**src/pcc_pkg.sv**
```systemverilog
// ----------------------------------------------------------------------------
// pcc_pkg: shared types and constants for the port contention block
// request/result structs, queue and divider handshakes, state encodings
// ----------------------------------------------------------------------------
`default_nettype none

package pcc_pkg;

  localparam int NUM_PORTS   = 7;
  localparam int COUNT_WIDTH = 16;
  localparam int LEN_W       = 20;
  localparam int CONTRIB_W   = 64;

  localparam int PIDX_W = $clog2(NUM_PORTS);
  localparam int NP_W   = $clog2(NUM_PORTS + 1);
  // sum of up to four counters
  localparam int SUM_W  = COUNT_WIDTH + 2;
  // effective length: path length or a bound derived from the counters
  localparam int EFF_W  = (LEN_W > COUNT_WIDTH + 1) ? LEN_W : COUNT_WIDTH + 1;
  localparam int PROD_W = LEN_W + EFF_W;
  // dividend of the contribution fraction
  localparam int SH_W   = LEN_W;
  localparam int STEP_W = $clog2(SH_W + 1);

  // divide by three as a multiply by a rounded-up reciprocal
  localparam int                 RECIP3_SH = SUM_W + 1;
  localparam int                 PROD3_W   = 2 * SUM_W;
  localparam logic [SUM_W-1:0]   RECIP3    =
    SUM_W'(((64'd1 << RECIP3_SH) + 64'd2) / 64'd3);

  localparam int QUEUE_DEPTH = 2;
  localparam int QPTR_W      = $clog2(QUEUE_DEPTH);
  localparam int QCNT_W      = $clog2(QUEUE_DEPTH + 1);

  localparam int MILLION = 1000000;
  localparam int LEN_MAX = (1 << LEN_W) - 1;

  localparam logic [COUNT_WIDTH-1:0] COUNT_MAX = {COUNT_WIDTH{1'b1}};

  localparam logic [PIDX_W-1:0] PORT_0   = PIDX_W'(0);
  localparam logic [PIDX_W-1:0] PORT_1   = PIDX_W'(1);
  localparam logic [PIDX_W-1:0] PORT_5   = PIDX_W'(2);
  localparam logic [PIDX_W-1:0] PORT_05  = PIDX_W'(3);
  localparam logic [PIDX_W-1:0] PORT_015 = PIDX_W'(4);
  localparam logic [2:0]        NO_PORT  = 3'd7;

  localparam logic [STEP_W-1:0] FRAC_STEPS = STEP_W'(LEN_W);

  typedef enum logic [1:0] {
    OP_ADD    = 2'd0,
    OP_REMOVE = 2'd1,
    OP_CLEAR  = 2'd2,
    OP_QUERY  = 2'd3
  } op_t;

  typedef logic [COUNT_WIDTH-1:0] count_t;

  typedef struct packed {
    op_t              operation;
    logic [2:0]       port;
    logic [LEN_W-1:0] path_length;
    logic             record_reason;
  } in_req_t;

  typedef struct packed {
    logic [LEN_W-1:0]     effective_length;
    logic [2:0]           limiting_port;
    logic [CONTRIB_W-1:0] contribution_total;
  } out_rsp_t;

  typedef struct packed {
    logic [LEN_W-1:0]  path_length;
    logic              record_reason;
    logic [EFF_W-1:0]  eff;
    logic [PIDX_W-1:0] who;
    logic              no_port;
    logic [SUM_W-1:0]  use05;
    logic [SUM_W-1:0]  use015;
  } q_entry_t;

  typedef struct packed {
    logic     valid;
    q_entry_t entry;
  } q_push_t;

  typedef struct packed {
    logic     full;
    logic     empty;
    q_entry_t head;
  } q_status_t;

  typedef struct packed {
    logic              start;
    logic [EFF_W-1:0]  rem_init;
    logic [SH_W-1:0]   dividend;
    logic [EFF_W-1:0]  divisor;
    logic [STEP_W-1:0] steps;
  } div_cmd_t;

  typedef struct packed {
    logic            done;
    logic [SH_W-1:0] quotient;
  } div_sts_t;

  typedef enum logic [1:0] {
    F_IDLE,
    F_SCAN,
    F_PUSH
  } front_state_t;

  typedef enum logic [2:0] {
    B_IDLE,
    B_R05,
    B_R015,
    B_PREP,
    B_DIV,
    B_ACC,
    B_FIN
  } back_state_t;

endpackage

`default_nettype wire

```
**src/pcc_front.sv**
```systemverilog
// ----------------------------------------------------------------------------
// pcc_front: request intake and per-port micro-op counters
// applies add/remove/clear at once, scans the counters for a query
// ----------------------------------------------------------------------------
`default_nettype none

module pcc_front import pcc_pkg::*; (
  input  logic      clk,
  input  logic      rst_n,
  input  logic      in_valid,
  output logic      in_ready,
  input  in_req_t   in_data,
  output q_push_t   q_push,
  input  q_status_t q_status
);

  front_state_t      state_r, state_nxt;
  count_t            counts_r [NUM_PORTS];
  count_t            counts_nxt [NUM_PORTS];
  logic [PIDX_W-1:0] scan_r, scan_nxt;
  logic [EFF_W-1:0]  eff_r, eff_nxt;
  logic [PIDX_W-1:0] who_r, who_nxt;
  logic              none_r, none_nxt;
  logic [LEN_W-1:0]  path_r, path_nxt;
  logic              rec_r, rec_nxt;
  logic [SUM_W-1:0]  use05_r, use05_nxt;
  logic [SUM_W-1:0]  use015_r, use015_nxt;

  logic              accept;
  logic              in_range;
  logic [PIDX_W-1:0] rd_idx;
  count_t            rd_cnt;
  logic              last_scan;
  logic              dedicated;

  assign accept    = in_valid && in_ready;
  assign in_range  = NP_W'(in_data.port) < NP_W'(NUM_PORTS);
  assign rd_idx    = (state_r == F_SCAN) ? scan_r : PIDX_W'(in_data.port);
  assign rd_cnt    = counts_r[rd_idx];
  assign last_scan = scan_r == PIDX_W'(NUM_PORTS - 1);
  assign dedicated = (scan_r != PORT_05) && (scan_r != PORT_015);

  // next state
  always_comb begin
    state_nxt = state_r;
    unique case (state_r)
      F_IDLE: begin
        if (accept && in_data.operation == OP_QUERY) state_nxt = F_SCAN;
      end
      F_SCAN: begin
        if (last_scan) state_nxt = F_PUSH;
      end
      F_PUSH: begin
        if (!q_status.full) state_nxt = F_IDLE;
      end
    endcase
  end

  // outputs
  always_comb begin
    in_ready                   = state_r == F_IDLE;
    q_push.valid               = (state_r == F_PUSH) && !q_status.full;
    q_push.entry.path_length   = path_r;
    q_push.entry.record_reason = rec_r;
    q_push.entry.eff           = eff_r;
    q_push.entry.who           = who_r;
    q_push.entry.no_port       = none_r;
    q_push.entry.use05         = use05_r;
    q_push.entry.use015        = use015_r;
  end

  // counters and scan datapath
  always_comb begin
    counts_nxt = counts_r;
    scan_nxt   = scan_r;
    eff_nxt    = eff_r;
    who_nxt    = who_r;
    none_nxt   = none_r;
    path_nxt   = path_r;
    rec_nxt    = rec_r;
    use05_nxt  = use05_r;
    use015_nxt = use015_r;
    if (accept) begin
      unique case (in_data.operation)
        OP_ADD: begin
          if (in_range && rd_cnt != COUNT_MAX) counts_nxt[rd_idx] = rd_cnt + 1'b1;
        end
        OP_REMOVE: begin
          if (in_range && rd_cnt != '0) counts_nxt[rd_idx] = rd_cnt - 1'b1;
        end
        OP_CLEAR: begin
          for (int i = 0; i < NUM_PORTS; i++) counts_nxt[i] = '0;
        end
        OP_QUERY: begin
          scan_nxt   = '0;
          eff_nxt    = EFF_W'(in_data.path_length);
          who_nxt    = '0;
          none_nxt   = 1'b1;
          path_nxt   = in_data.path_length;
          rec_nxt    = in_data.record_reason;
          use05_nxt  = SUM_W'(counts_r[PORT_0]) + SUM_W'(counts_r[PORT_5])
                     + SUM_W'(counts_r[PORT_05]);
          use015_nxt = SUM_W'(counts_r[PORT_0]) + SUM_W'(counts_r[PORT_1])
                     + SUM_W'(counts_r[PORT_5]) + SUM_W'(counts_r[PORT_015]);
        end
      endcase
    end else if (state_r == F_SCAN) begin
      // strict compare keeps the lowest port on ties
      if (dedicated && eff_r < EFF_W'(rd_cnt)) begin
        eff_nxt  = EFF_W'(rd_cnt);
        who_nxt  = scan_r;
        none_nxt = 1'b0;
      end
      if (!last_scan) scan_nxt = scan_r + 1'b1;
    end
  end

  always_ff @(posedge clk) begin
    if (!rst_n) begin
      state_r <= F_IDLE;
      for (int i = 0; i < NUM_PORTS; i++) counts_r[i] <= '0;
    end else begin
      state_r  <= state_nxt;
      counts_r <= counts_nxt;
    end
  end

  always_ff @(posedge clk) begin
    scan_r   <= scan_nxt;
    eff_r    <= eff_nxt;
    who_r    <= who_nxt;
    none_r   <= none_nxt;
    path_r   <= path_nxt;
    rec_r    <= rec_nxt;
    use05_r  <= use05_nxt;
    use015_r <= use015_nxt;
  end

endmodule

`default_nettype wire

```
**src/pcc_queue.sv**
```systemverilog
// ----------------------------------------------------------------------------
// pcc_queue: short queue of classified queries
// decouples the counter scan from the contention arithmetic
// ----------------------------------------------------------------------------
`default_nettype none

module pcc_queue import pcc_pkg::*; (
  input  logic      clk,
  input  logic      rst_n,
  input  q_push_t   q_push,
  input  logic      q_pop,
  output q_status_t q_status
);

  q_entry_t          mem_r [QUEUE_DEPTH];
  logic [QPTR_W-1:0] wr_ptr_r, wr_ptr_nxt;
  logic [QPTR_W-1:0] rd_ptr_r, rd_ptr_nxt;
  logic [QCNT_W-1:0] cnt_r, cnt_nxt;

  always_comb begin
    wr_ptr_nxt = wr_ptr_r;
    rd_ptr_nxt = rd_ptr_r;
    cnt_nxt    = cnt_r;
    if (q_push.valid) begin
      wr_ptr_nxt = (wr_ptr_r == QPTR_W'(QUEUE_DEPTH - 1)) ? '0 : wr_ptr_r + 1'b1;
    end
    if (q_pop) begin
      rd_ptr_nxt = (rd_ptr_r == QPTR_W'(QUEUE_DEPTH - 1)) ? '0 : rd_ptr_r + 1'b1;
    end
    if (q_push.valid && !q_pop) cnt_nxt = cnt_r + 1'b1;
    else if (q_pop && !q_push.valid) cnt_nxt = cnt_r - 1'b1;
  end

  assign q_status.full  = cnt_r == QCNT_W'(QUEUE_DEPTH);
  assign q_status.empty = cnt_r == '0;
  assign q_status.head  = mem_r[rd_ptr_r];

  always_ff @(posedge clk) begin
    if (!rst_n) begin
      wr_ptr_r <= '0;
      rd_ptr_r <= '0;
      cnt_r    <= '0;
    end else begin
      wr_ptr_r <= wr_ptr_nxt;
      rd_ptr_r <= rd_ptr_nxt;
      cnt_r    <= cnt_nxt;
    end
  end

  always_ff @(posedge clk) begin
    if (q_push.valid) mem_r[wr_ptr_r] <= q_push.entry;
  end

endmodule

`default_nettype wire

```
**src/pcc_div.sv**
```systemverilog
// ----------------------------------------------------------------------------
// pcc_div: restoring divider, one quotient bit per cycle
// serves the contribution fraction
// ----------------------------------------------------------------------------
`default_nettype none

module pcc_div import pcc_pkg::*; (
  input  logic     clk,
  input  logic     rst_n,
  input  div_cmd_t cmd,
  output div_sts_t sts
);

  logic [EFF_W-1:0]  rem_r;
  logic [SH_W-1:0]   dq_r;
  logic [EFF_W-1:0]  dvs_r;
  logic [STEP_W-1:0] cnt_r;
  logic              busy_r;
  logic              done_r;

  logic [EFF_W:0]    rem_ext;
  logic [EFF_W:0]    rem_sub;
  logic              ge;
  logic [EFF_W-1:0]  rem_step;
  logic [SH_W-1:0]   dq_step;

  // dividend bits shift out of the top, quotient bits in at the bottom
  always_comb begin
    rem_ext  = {rem_r, dq_r[SH_W-1]};
    rem_sub  = rem_ext - {1'b0, dvs_r};
    ge       = rem_ext >= {1'b0, dvs_r};
    rem_step = ge ? rem_sub[EFF_W-1:0] : rem_ext[EFF_W-1:0];
    dq_step  = {dq_r[SH_W-2:0], ge};
  end

  assign sts.done     = done_r;
  assign sts.quotient = dq_r;

  always_ff @(posedge clk) begin
    if (!rst_n) begin
      busy_r <= 1'b0;
      done_r <= 1'b0;
      cnt_r  <= '0;
    end else begin
      done_r <= busy_r && cnt_r == STEP_W'(1);
      if (cmd.start) begin
        busy_r <= 1'b1;
        cnt_r  <= cmd.steps;
      end else if (busy_r) begin
        cnt_r <= cnt_r - 1'b1;
        if (cnt_r == STEP_W'(1)) busy_r <= 1'b0;
      end
    end
  end

  always_ff @(posedge clk) begin
    if (cmd.start) begin
      rem_r <= cmd.rem_init;
      dq_r  <= cmd.dividend;
      dvs_r <= cmd.divisor;
    end else if (busy_r) begin
      rem_r <= rem_step;
      dq_r  <= dq_step;
    end
  end

endmodule

`default_nettype wire

```
**src/pcc_back.sv**
```systemverilog
// ----------------------------------------------------------------------------
// pcc_back: shared-port limits, contribution accumulators, result register
// runs one query at a time, the contribution fraction through the divider
// ----------------------------------------------------------------------------
`default_nettype none

module pcc_back import pcc_pkg::*; (
  input  logic      clk,
  input  logic      rst_n,
  input  q_status_t q_status,
  output logic      q_pop,
  output div_cmd_t  div_cmd,
  input  div_sts_t  div_sts,
  output logic      out_valid,
  input  logic      out_ready,
  output out_rsp_t  out_data
);

  back_state_t          state_r, state_nxt;
  logic [LEN_W-1:0]     path_r;
  logic                 rec_r;
  logic [EFF_W-1:0]     eff_r;
  logic [PIDX_W-1:0]    who_r;
  logic                 none_r;
  logic [SUM_W-1:0]     use05_r;
  logic [SUM_W-1:0]     use015_r;
  logic [CONTRIB_W-1:0] contrib_r [NUM_PORTS];
  logic                 out_valid_r;
  out_rsp_t             out_data_r;

  logic [EFF_W+1:0]     twice_eff;
  logic [EFF_W+1:0]     thrice_eff;
  logic                 need05;
  logic                 need015;
  logic [SUM_W:0]       inc05;
  logic [EFF_W-1:0]     ceil05;
  logic [SUM_W-1:0]     inc015;
  logic [PROD3_W-1:0]   prod3;
  logic [EFF_W-1:0]     ceil015;
  logic [EFF_W-1:0]     diff;
  logic [PROD_W-1:0]    prod;
  logic                 extended;
  logic                 do_frac;
  logic                 out_free;
  logic                 sat;

  always_comb begin
    twice_eff  = {1'b0, eff_r, 1'b0};
    thrice_eff = {2'b00, eff_r} + {1'b0, eff_r, 1'b0};
    need05     = (EFF_W + 2)'(use05_r) > twice_eff;
    need015    = (EFF_W + 2)'(use015_r) > thrice_eff;
    inc05      = {1'b0, use05_r} + (SUM_W + 1)'(1);
    ceil05     = EFF_W'(inc05[SUM_W:1]);
    inc015     = use015_r + SUM_W'(2);
    // ceiling of a third as floor of (sum + 2) / 3, by reciprocal multiply
    prod3      = PROD3_W'(inc015) * PROD3_W'(RECIP3);
    ceil015    = EFF_W'(prod3[PROD3_W-1:RECIP3_SH]);
    diff       = eff_r - EFF_W'(path_r);
    prod       = PROD_W'(MILLION) * PROD_W'(diff);
    extended   = !none_r;
    do_frac    = extended && rec_r;
    out_free   = !out_valid_r || out_ready;
    sat        = eff_r > EFF_W'(LEN_MAX);
  end

  // next state
  always_comb begin
    state_nxt = state_r;
    unique case (state_r)
      B_IDLE: if (!q_status.empty) state_nxt = B_R05;
      B_R05:  state_nxt = B_R015;
      B_R015: state_nxt = B_PREP;
      B_PREP: state_nxt = do_frac ? B_DIV : B_FIN;
      B_DIV:  if (div_sts.done) state_nxt = B_ACC;
      B_ACC:  state_nxt = B_FIN;
      B_FIN:  if (out_free) state_nxt = B_IDLE;
    endcase
  end

  // outputs
  always_comb begin
    q_pop            = (state_r == B_IDLE) && !q_status.empty;
    div_cmd.start    = (state_r == B_PREP) && do_frac;
    // quotient is below 2^LEN_W, so the high part already sits below eff
    div_cmd.rem_init = prod[PROD_W-1:LEN_W];
    div_cmd.dividend = prod[LEN_W-1:0];
    div_cmd.divisor  = eff_r;
    div_cmd.steps    = FRAC_STEPS;
    out_valid = out_valid_r;
    out_data  = out_data_r;
  end

  always_ff @(posedge clk) begin
    if (!rst_n) begin
      state_r     <= B_IDLE;
      out_valid_r <= 1'b0;
      for (int i = 0; i < NUM_PORTS; i++) contrib_r[i] <= '0;
    end else begin
      state_r <= state_nxt;
      if (state_r == B_FIN && out_free) out_valid_r <= 1'b1;
      else if (out_ready) out_valid_r <= 1'b0;
      if (state_r == B_ACC) begin
        contrib_r[who_r] <= contrib_r[who_r] + CONTRIB_W'(div_sts.quotient[LEN_W-1:0]);
      end
    end
  end

  always_ff @(posedge clk) begin
    unique case (state_r)
      B_IDLE: begin
        if (!q_status.empty) begin
          path_r   <= q_status.head.path_length;
          rec_r    <= q_status.head.record_reason;
          eff_r    <= q_status.head.eff;
          who_r    <= q_status.head.who;
          none_r   <= q_status.head.no_port;
          use05_r  <= q_status.head.use05;
          use015_r <= q_status.head.use015;
        end
      end
      B_R05: begin
        if (need05) begin
          eff_r  <= ceil05;
          who_r  <= PORT_05;
          none_r <= 1'b0;
        end
      end
      B_R015: begin
        if (need015) begin
          eff_r  <= ceil015;
          who_r  <= PORT_015;
          none_r <= 1'b0;
        end
      end
      B_PREP: begin
      end
      B_DIV: begin
      end
      B_ACC: begin
      end
      B_FIN: begin
        if (out_free) begin
          out_data_r.effective_length   <= sat ? LEN_W'(LEN_MAX) : eff_r[LEN_W-1:0];
          out_data_r.limiting_port      <= extended ? who_r[2:0] : NO_PORT;
          out_data_r.contribution_total <= extended ? contrib_r[who_r] : '0;
        end
      end
    endcase
  end

endmodule

`default_nettype wire

```
**src/port_contention_critical_path.sv**
```systemverilog
// ----------------------------------------------------------------------------
// port_contention_critical_path: issue port contention limit on a path
// per-port micro-op counters and a contention-extended critical path query
// ----------------------------------------------------------------------------
// usage
//   in_*  : valid/ready request channel; operation add, remove, clear or
//           query. add/remove/clear give no result.
//   out_* : valid/ready result channel, one result per query request.
// query path
//   a query passes the front (counter scan through one shared read port),
//   then the back, and the divider as well when a recorded contribution
//   needs the fraction; the single-bit restoring divider sets the long end.
// flow
//   the front takes a counter request every cycle while it is not scanning
//   or pushing a query; a query holds the front until it is queued, and
//   a two-entry queue lets the front run ahead of the back.
// reset
//   synchronous, active low; clears all counters and accumulators.
// stall
//   a held result sits in the output register while the back starts the
//   next query; the back then waits in its last step, the queue fills and
//   the front holds in_ready low after the following query.
// ----------------------------------------------------------------------------
`default_nettype none

module port_contention_critical_path import pcc_pkg::*; (
  input  logic     clk,
  input  logic     rst_n,
  input  logic     in_valid,
  output logic     in_ready,
  input  in_req_t  in_data,
  output logic     out_valid,
  input  logic     out_ready,
  output out_rsp_t out_data
);

  // front to queue
  q_push_t   q_push;
  q_status_t q_status;
  // queue to back
  logic      q_pop;
  // back to divider
  div_cmd_t  div_cmd;
  div_sts_t  div_sts;

  // counters, request intake and counter scan
  pcc_front u_front (
    .clk      (clk),
    .rst_n    (rst_n),
    .in_valid (in_valid),
    .in_ready (in_ready),
    .in_data  (in_data),
    .q_push   (q_push),
    .q_status (q_status)
  );

  // classified queries waiting for the back
  pcc_queue u_queue (
    .clk      (clk),
    .rst_n    (rst_n),
    .q_push   (q_push),
    .q_pop    (q_pop),
    .q_status (q_status)
  );

  // one bit per cycle divider for the contribution fraction
  pcc_div u_div (
    .clk   (clk),
    .rst_n (rst_n),
    .cmd   (div_cmd),
    .sts   (div_sts)
  );

  // shared-port limits, accumulators and the result register
  pcc_back u_back (
    .clk       (clk),
    .rst_n     (rst_n),
    .q_status  (q_status),
    .q_pop     (q_pop),
    .div_cmd   (div_cmd),
    .div_sts   (div_sts),
    .out_valid (out_valid),
    .out_ready (out_ready),
    .out_data  (out_data)
  );

endmodule

`default_nettype wire

```
**config.mk**
```make
export PLATFORM = sky130hd
export DESIGN_NAME = port_contention_critical_path
export DESIGN_NICKNAME = d
export VERILOG_FILES = /design/src/pcc_pkg.sv /design/src/pcc_front.sv /design/src/pcc_queue.sv /design/src/pcc_div.sv /design/src/pcc_back.sv /design/src/port_contention_critical_path.sv
export SDC_FILE = /design/constraint.sdc
export NUM_CORES = 2
export LEC_CHECK = 0
export BUFFER_PORTS_ARGS = -buffer_cell sky130_fd_sc_hd__buf_4
export CAP_MARGIN = 30
export CORE_AREA = 2 2 359 361
export CTS_BUF_LIST = sky130_fd_sc_hd__clkbuf_2
export CTS_CLUSTER_DIAMETER = 40
export DETAILED_ROUTE_END_ITERATION = 8
export DIE_AREA = 0 0 361 363
export GPL_TIMING_DRIVEN = 0
export PLACE_DENSITY = 0.68
export REMOVE_ABC_BUFFERS = 1
export SLEW_MARGIN = 15
export SYNTH_ARGS = -nofsm -noshare
export SYNTH_HDL_FRONTEND = slang
export SYNTH_SLANG_ARGS = --single-unit
```
**constraint.sdc**
```tcl
create_clock -name clk -period 23.3 [get_ports clk]
set_clock_uncertainty 0.1 [all_clocks]
set_input_delay 3.495 -clock clk [delete_from_list [all_inputs] [get_ports clk]]
set_output_delay 3.495 -clock clk [all_outputs]
set_load 0.1 [all_outputs]
```
After elaboration in Yosys (flattened, before gate mapping):

Memories as Yosys holds them, arrays and structs flattened. A register that Yosys moved wholly into a read port is not among the register bits.
Index checks and enable logic that the tools add are counted.

* output and inout port bits: 89
* bits of input ports: 30
* bits in writable memories: 610
* memories kept: 2
* bits in registers: 441

Memories
* u_back.contrib_r: depth 7, bits a word 64, rd ports 1, clocked after memory_dff 1, write ports 7, RTL line pcc_back.sv:27 `logic [CONTRIB_W-1:0] contrib_r [NUM_PORTS];`
* u_queue.mem_r: depth 2, bits a word 81, rd ports 1, clocked after memory_dff 1, write ports 1, RTL line pcc_queue.sv:15 `q_entry_t mem_r [QUEUE_DEPTH];`

* muxes and demuxes: 75
* bitwise operators: 3
* order comparisons: 8
* $add $sub $neg: 19
* reductions and logical operators: 45
* multipliers: 2
* equality and inequality tests: 29

Operator list (number)
* case mux 112 bit (3 select lines): 1
* 2-to-1 mux 20 bit: 12
* bitwise mux 112 bit: 2
* 2-to-1 mux 112 bit: 2
* adder 64 x 20 -> 64 bit: 1
* 2-to-1 mux 64 bit: 1
* OR reduction 64 bit: 1
* case mux 20 bit (3 select lines): 1
* adder 18 x 16 -> 18 bit: 3
* binary-select mux 16 bit (select 3 bit): 1
* demux 16 bit (select 3 bit): 1
* 2-to-1 mux 16 bit: 3
* 2-to-1 mux 3 bit: 16
* subtractor 20 bit: 2
* multiplier 18 x 18 -> 36 bit, second input constant: 1
* adder 16 x 16 -> 17 bit: 2
* multiplier 14 x 20 -> 34 bit, first input constant: 1
* 2-to-1 mux 1 bit: 23
* adder 20 x 21 -> 22 bit: 1
* > comparator 18 x 22 -> 1 bit: 1
* >= comparator 21 x 20 -> 1 bit: 1
* > comparator 18 x 21 -> 1 bit: 1
* case mux 3 bit (7 select lines): 1
* > comparator 20 bit, second input constant: 1
* 43 further kinds: 101

Depth between registers and ports, before layout:

* word-level depth: 11
* depth in mapped cells: 34
* gate-level depth less buffers: 34

By module:

A second synthesis with hierarchy kept.

* cells, all modules: 5395
* area, all modules: 65145.0 um^2

By module, submodules not included
* pcc_back: instances 1, area an instance 42828.6 um^2, cells an instance 3584, sequential area each 19919.1 um^2
* pcc_front: instances 1, area an instance 12254.3 um^2, cells an instance 1187, sequential area each 4804.6 um^2
* pcc_queue: instances 1, area an instance 6093.3 um^2, cells an instance 274, sequential area each 4964.8 um^2
* pcc_div: instances 1, area an instance 3968.8 um^2, cells an instance 350, sequential area each 1941.9 um^2

Worst setup path before layout:

Ideal clock, no wire load.

* kind: input port to flip-flop
* from: in rst_n
* to: mem u_back.contrib_r[7][0] (enable)
* path buffers: 2
* setup time: 565 ps
* stages on the path: 4
* setup slack: 14027 ps
* data arrival time: 8608 ps
* cell sequence: clkbuf_1 -> clkinv_1 -> clkbuf_1 -> nor3_1

RTL lines
* start: declaration: RTL line port_contention_critical_path.sv:28 `input logic rst_n,`
* end: declaration: RTL line pcc_back.sv:27

Worst setup path after layout:

* from: reg u_back.eff_r[0]
* to: reg u_div.rem_r[16] (data pin)

* word-level cells in the longest chain between the ends: 3

RTL lines
* start: declaration: RTL line pcc_back.sv:22 `logic [EFF_W-1:0] eff_r;`
* start signal: assignment: RTL line pcc_back.sv:114 `eff_r <= q_status.head.eff;`
* start signal: assignment: RTL line pcc_back.sv:123 `eff_r <= ceil05;`
* start signal: assignment: RTL line pcc_back.sv:130 `eff_r <= ceil015;`
* subtractor 20 bit: RTL line pcc_back.sv:58 `diff = eff_r - EFF_W'(path_r);`
* multiplier 14 x 20 -> 34 bit: RTL line pcc_back.sv:59 `prod = PROD_W'(MILLION) * PROD_W'(diff);`
* 2-to-1 mux 20 bit: RTL line pcc_div.sv:57 `if (cmd.start) begin`
* end signal: assignment: RTL line pcc_div.sv:58 `rem_r <= cmd.rem_init;`
* end signal: assignment: RTL line pcc_div.sv:62 `rem_r <= rem_step;`
* end: declaration: RTL line pcc_div.sv:14 `logic [EFF_W-1:0] rem_r;`

No other way between the ends.
A chain may end at the register's enable or synchronous reset.

==> results.md <==
- Status: finished clean
- Clk root buf: clkbuf_2
- Core box area: 0.127 mm²
- Worst Path Required: 24.43 ns
- Largest net degree at the start of global routing: 93
- Global route overflow: 0
- Number of buffers added to fix hold violations after cts: 0
- Worst slew margin: 24.8%
- Chip width: 361 µm
- Asr flop ratio synth: 0%
- Dpl hpwl: 118000 µm
- Synthesis Warnings: 0
- Final Cell Area: 0.0718 mm²
- Setup bufs post-CTS: 0
- Slack of the critical path: 14.30 ns
- WL/cell: 21.6 µm
- Cts repair resizes: 0
- Startpoint types: register
- R2r worst-path depth: 34
- Max Fclk: 111 MHz
- CTS clock-pin slew for the worst setup and hold paths: 0.10 ns
- Initial DRC Count: 4153
- Netlist cell types: 109
- Initial Utilization: 51.6%
- Worst R2R Setup Slack: 14.30 ns
- Slowest-stage cell, CP: edfxtp_1
- Number of global-route vias before repair: 45.1k
- TritonRoute pass-1 iters: 6
- DRC: 0
- Gate Count Post-Synth: 5611
- First-pass GRT wire length: 259000 µm
- Final Cycle Share: 38.6%
- Number of I/O port buffers: 118
- Most Frequent Cell on Critical Path: inv_1
- GRT Total Usage: 25.6%
- Final setup vio count: 0
- Max Cap Violations: 0
- Metal-1 WL: 72200 µm
- Most common cell after layout, fill and taps aside: edfxtp_1
- Final hold violation count: 0
- FF-to-FF Start: u_back.eff_r[0]$_DFFE_PP_
- Worst-path fanout max: 7
- Post-DP Area: 0.0690 mm²
- CP Capture Type: register
- CTS Buf Count: 306
- #FFs+latches synth: 1119
- Cell Rows: 131
- # IOs: 119
- CTS H-tree lvls: 5
- Number of synthesized flops with an enable pin: 916
- Worst Hold Class: register to register
- Antenna viol nets, final: 0
- Area growth syn-to-layout: 9.54%
- Die area: 0.131 mm²
- Routed via count: 45.3k
- Hold_ws: 0.314 ns
- Register area share after synthesis: 48.1%
- Share of layout cells above drive strength 1: 16.5%
- Min cycle time layout: 9.00 ns
- Hold path cells: 0
- Worst r2r dst: u_div.rem_r[16]$_DFFE_PP_
- Gpl congestion: 0.937
- Mapped Avg Cell Area: 11.7 µm²
- Met2 routed wirelength: 75900 µm
- Mapped cell area: 0.0656 mm²
- DP Worst Slack: 14.36 ns
- Worst-margin pin slew: 1.13 ns
- Hold Path Sink: u_queue.mem_r[1][37]$_DFFE_PP_
- DR top layer: met5
- Die height: 363 µm
- Skew-Pair Late Insertion Delay: 1.67 ns
- Pins Over Slew Limit: 0
- Unrepaired setup endpoints after global routing: no
- Max incr delay on CP: 0.71 ns
- Crit Path Class: register to register
- Crit path DAT: 10.13 ns
- Commonest non-fill, non-tap cells in the layout: edfxtp_1 (916), nor2_1 (613), inv_1 (536)
- HP Start: u_front.who_r[0]$_SDFFCE_PP0P_
- Vias per inst: 5.82
- Clock buffer depth: 4
- Nets: 6593
- CTS sink count: 1119
- Main synth FF type: edfxtp_1
- Wire length on met3: 14400 µm
- TritonCTS clock tree: done
- Setup TNS: 0 ns
- Initial antenna violation count: 19
- Overall routed net length: 168000 µm
[stage by stage]
stage	instances	util (%)
2_1_floorplan	5373	-
3_3_place_gp	7153	53.0
3_5_place_dp	7235	54.3
4_1_cts	7759	56.5
5_1_grt	7769	56.5
6_report	7774	56.5
[per-layer routing]
metal  up-vias  global-route usage [%]
met4        28                    9.64
met3       391                    5.92
met2      1832                    39.5
met5         -                       0
met1     22100                    35.3
li1      20900                       -
[cell type report]
type                            instances  area (µm²)
Inverter                              547        2060
Fill cell                           10600       55200
Multi-Input combinational cell       3707       31000
Timing Repair Buffer                  207        2400
Tap cell                             1662        2080
Sequential cell                      1119       31600
Clock buffer                          457        2290
Clock inverter                         67         425
Antenna cell                            8        20.0
[worst max-delay path by stage]
stage                         startpoint                               endpoint  slack, ns  depth (start not counted)
5_1_grt        u_back.eff_r[0]$_DFFE_PP_              u_div.rem_r[16]$_DFFE_PP_      13.50                         34
6_report       u_back.eff_r[0]$_DFFE_PP_              u_div.rem_r[16]$_DFFE_PP_      14.30                         34
2_1_floorplan                   register  u_back.contrib_r[1][52]$_SDFFCE_PN0P_      13.70                         14
3_5_place_dp   u_back.eff_r[0]$_DFFE_PP_              u_div.rem_r[16]$_DFFE_PP_      14.36                         34
3_3_place_gp                       rst_n      u_back.contrib_r[7][28]$_DFFE_PP_       5.64                          3
4_1_cts        u_back.eff_r[0]$_DFFE_PP_              u_div.rem_r[16]$_DFFE_PP_      14.27                         34
[cells in the mapped netlist, types with 39 or more instances]
cell type | count | share of area, %
a21o_1 | 82 | 0.94
a21oi_1 | 237 | 1.8
clkbuf_1 | 144 | 0.82
dfxtp_1 | 203 | 6.2
edfxtp_1 | 916 | 42
fa_1 | 190 | 5.8
ha_1 | 485 | 9.3
inv_1 | 538 | 3.1
mux2_2 | 94 | 1.6
mux2i_1 | 108 | 1.6
mux4_2 | 107 | 3.7
nand2_1 | 280 | 1.6
nand3_1 | 157 | 1.2
nand4_1 | 39 | 0.37
nor2_1 | 616 | 3.5
nor2b_1 | 56 | 0.53
nor3_1 | 86 | 0.66
o21ai_0 | 242 | 1.8
xnor2_1 | 171 | 2.3
xor2_1 | 134 | 1.8
[state kept, by name, summed over array words and instances (netlist names), 3 cells and up, named ones only]
register,flops
u_back.contrib_r,512
u_queue.mem_r,162
u_back.out_data,87
u_back.eff_r,20
u_back.path_r,20
u_div.dq_r,20
u_div.dvs_r,20
u_div.rem_r,20
u_front.eff_r,20
u_front.path_r,20
u_back.use015_r,18
u_back.use05_r,18
u_front.use015_r,18
u_front.use05_r,18
u_front.counts_r,7
u_div.cnt_r,5
u_back.state_r,3
u_back.who_r,3
u_front.scan_r,3
u_front.who_r,3
[critical path: cells and delay by family (launching register included)]
kind | cells | cell delay (ns)
and+or+nand+nor | 2 | 0.21
AOI/OAI and AO/OA | 14 | 3.02
xor gates and xnor gates | 3 | 0.78
buffers and inverters | 7 | 0.66
DFF | 1 | 0.71
adders and majority gates | 8 | 3.20
[cells by family (layout without fill, tap and decap cells)]
logic type	Yosys count	in the layout	synth area share [%]
other	0	8	0
AOI/OAI and AO/OA	915	915	9.07
muxes	343	343	8.12
xor gates and xnor gates	307	307	4.12
DFF	1119	1119	48.1
buffers and inverters	785	1278	4.93
and+or+nand+nor	1463	1463	10.5
adders and majority gates	679	679	15.1
Power is not shown: default switching activity piles up to over one toggle a cycle in this logic, so the estimate is an artifact.
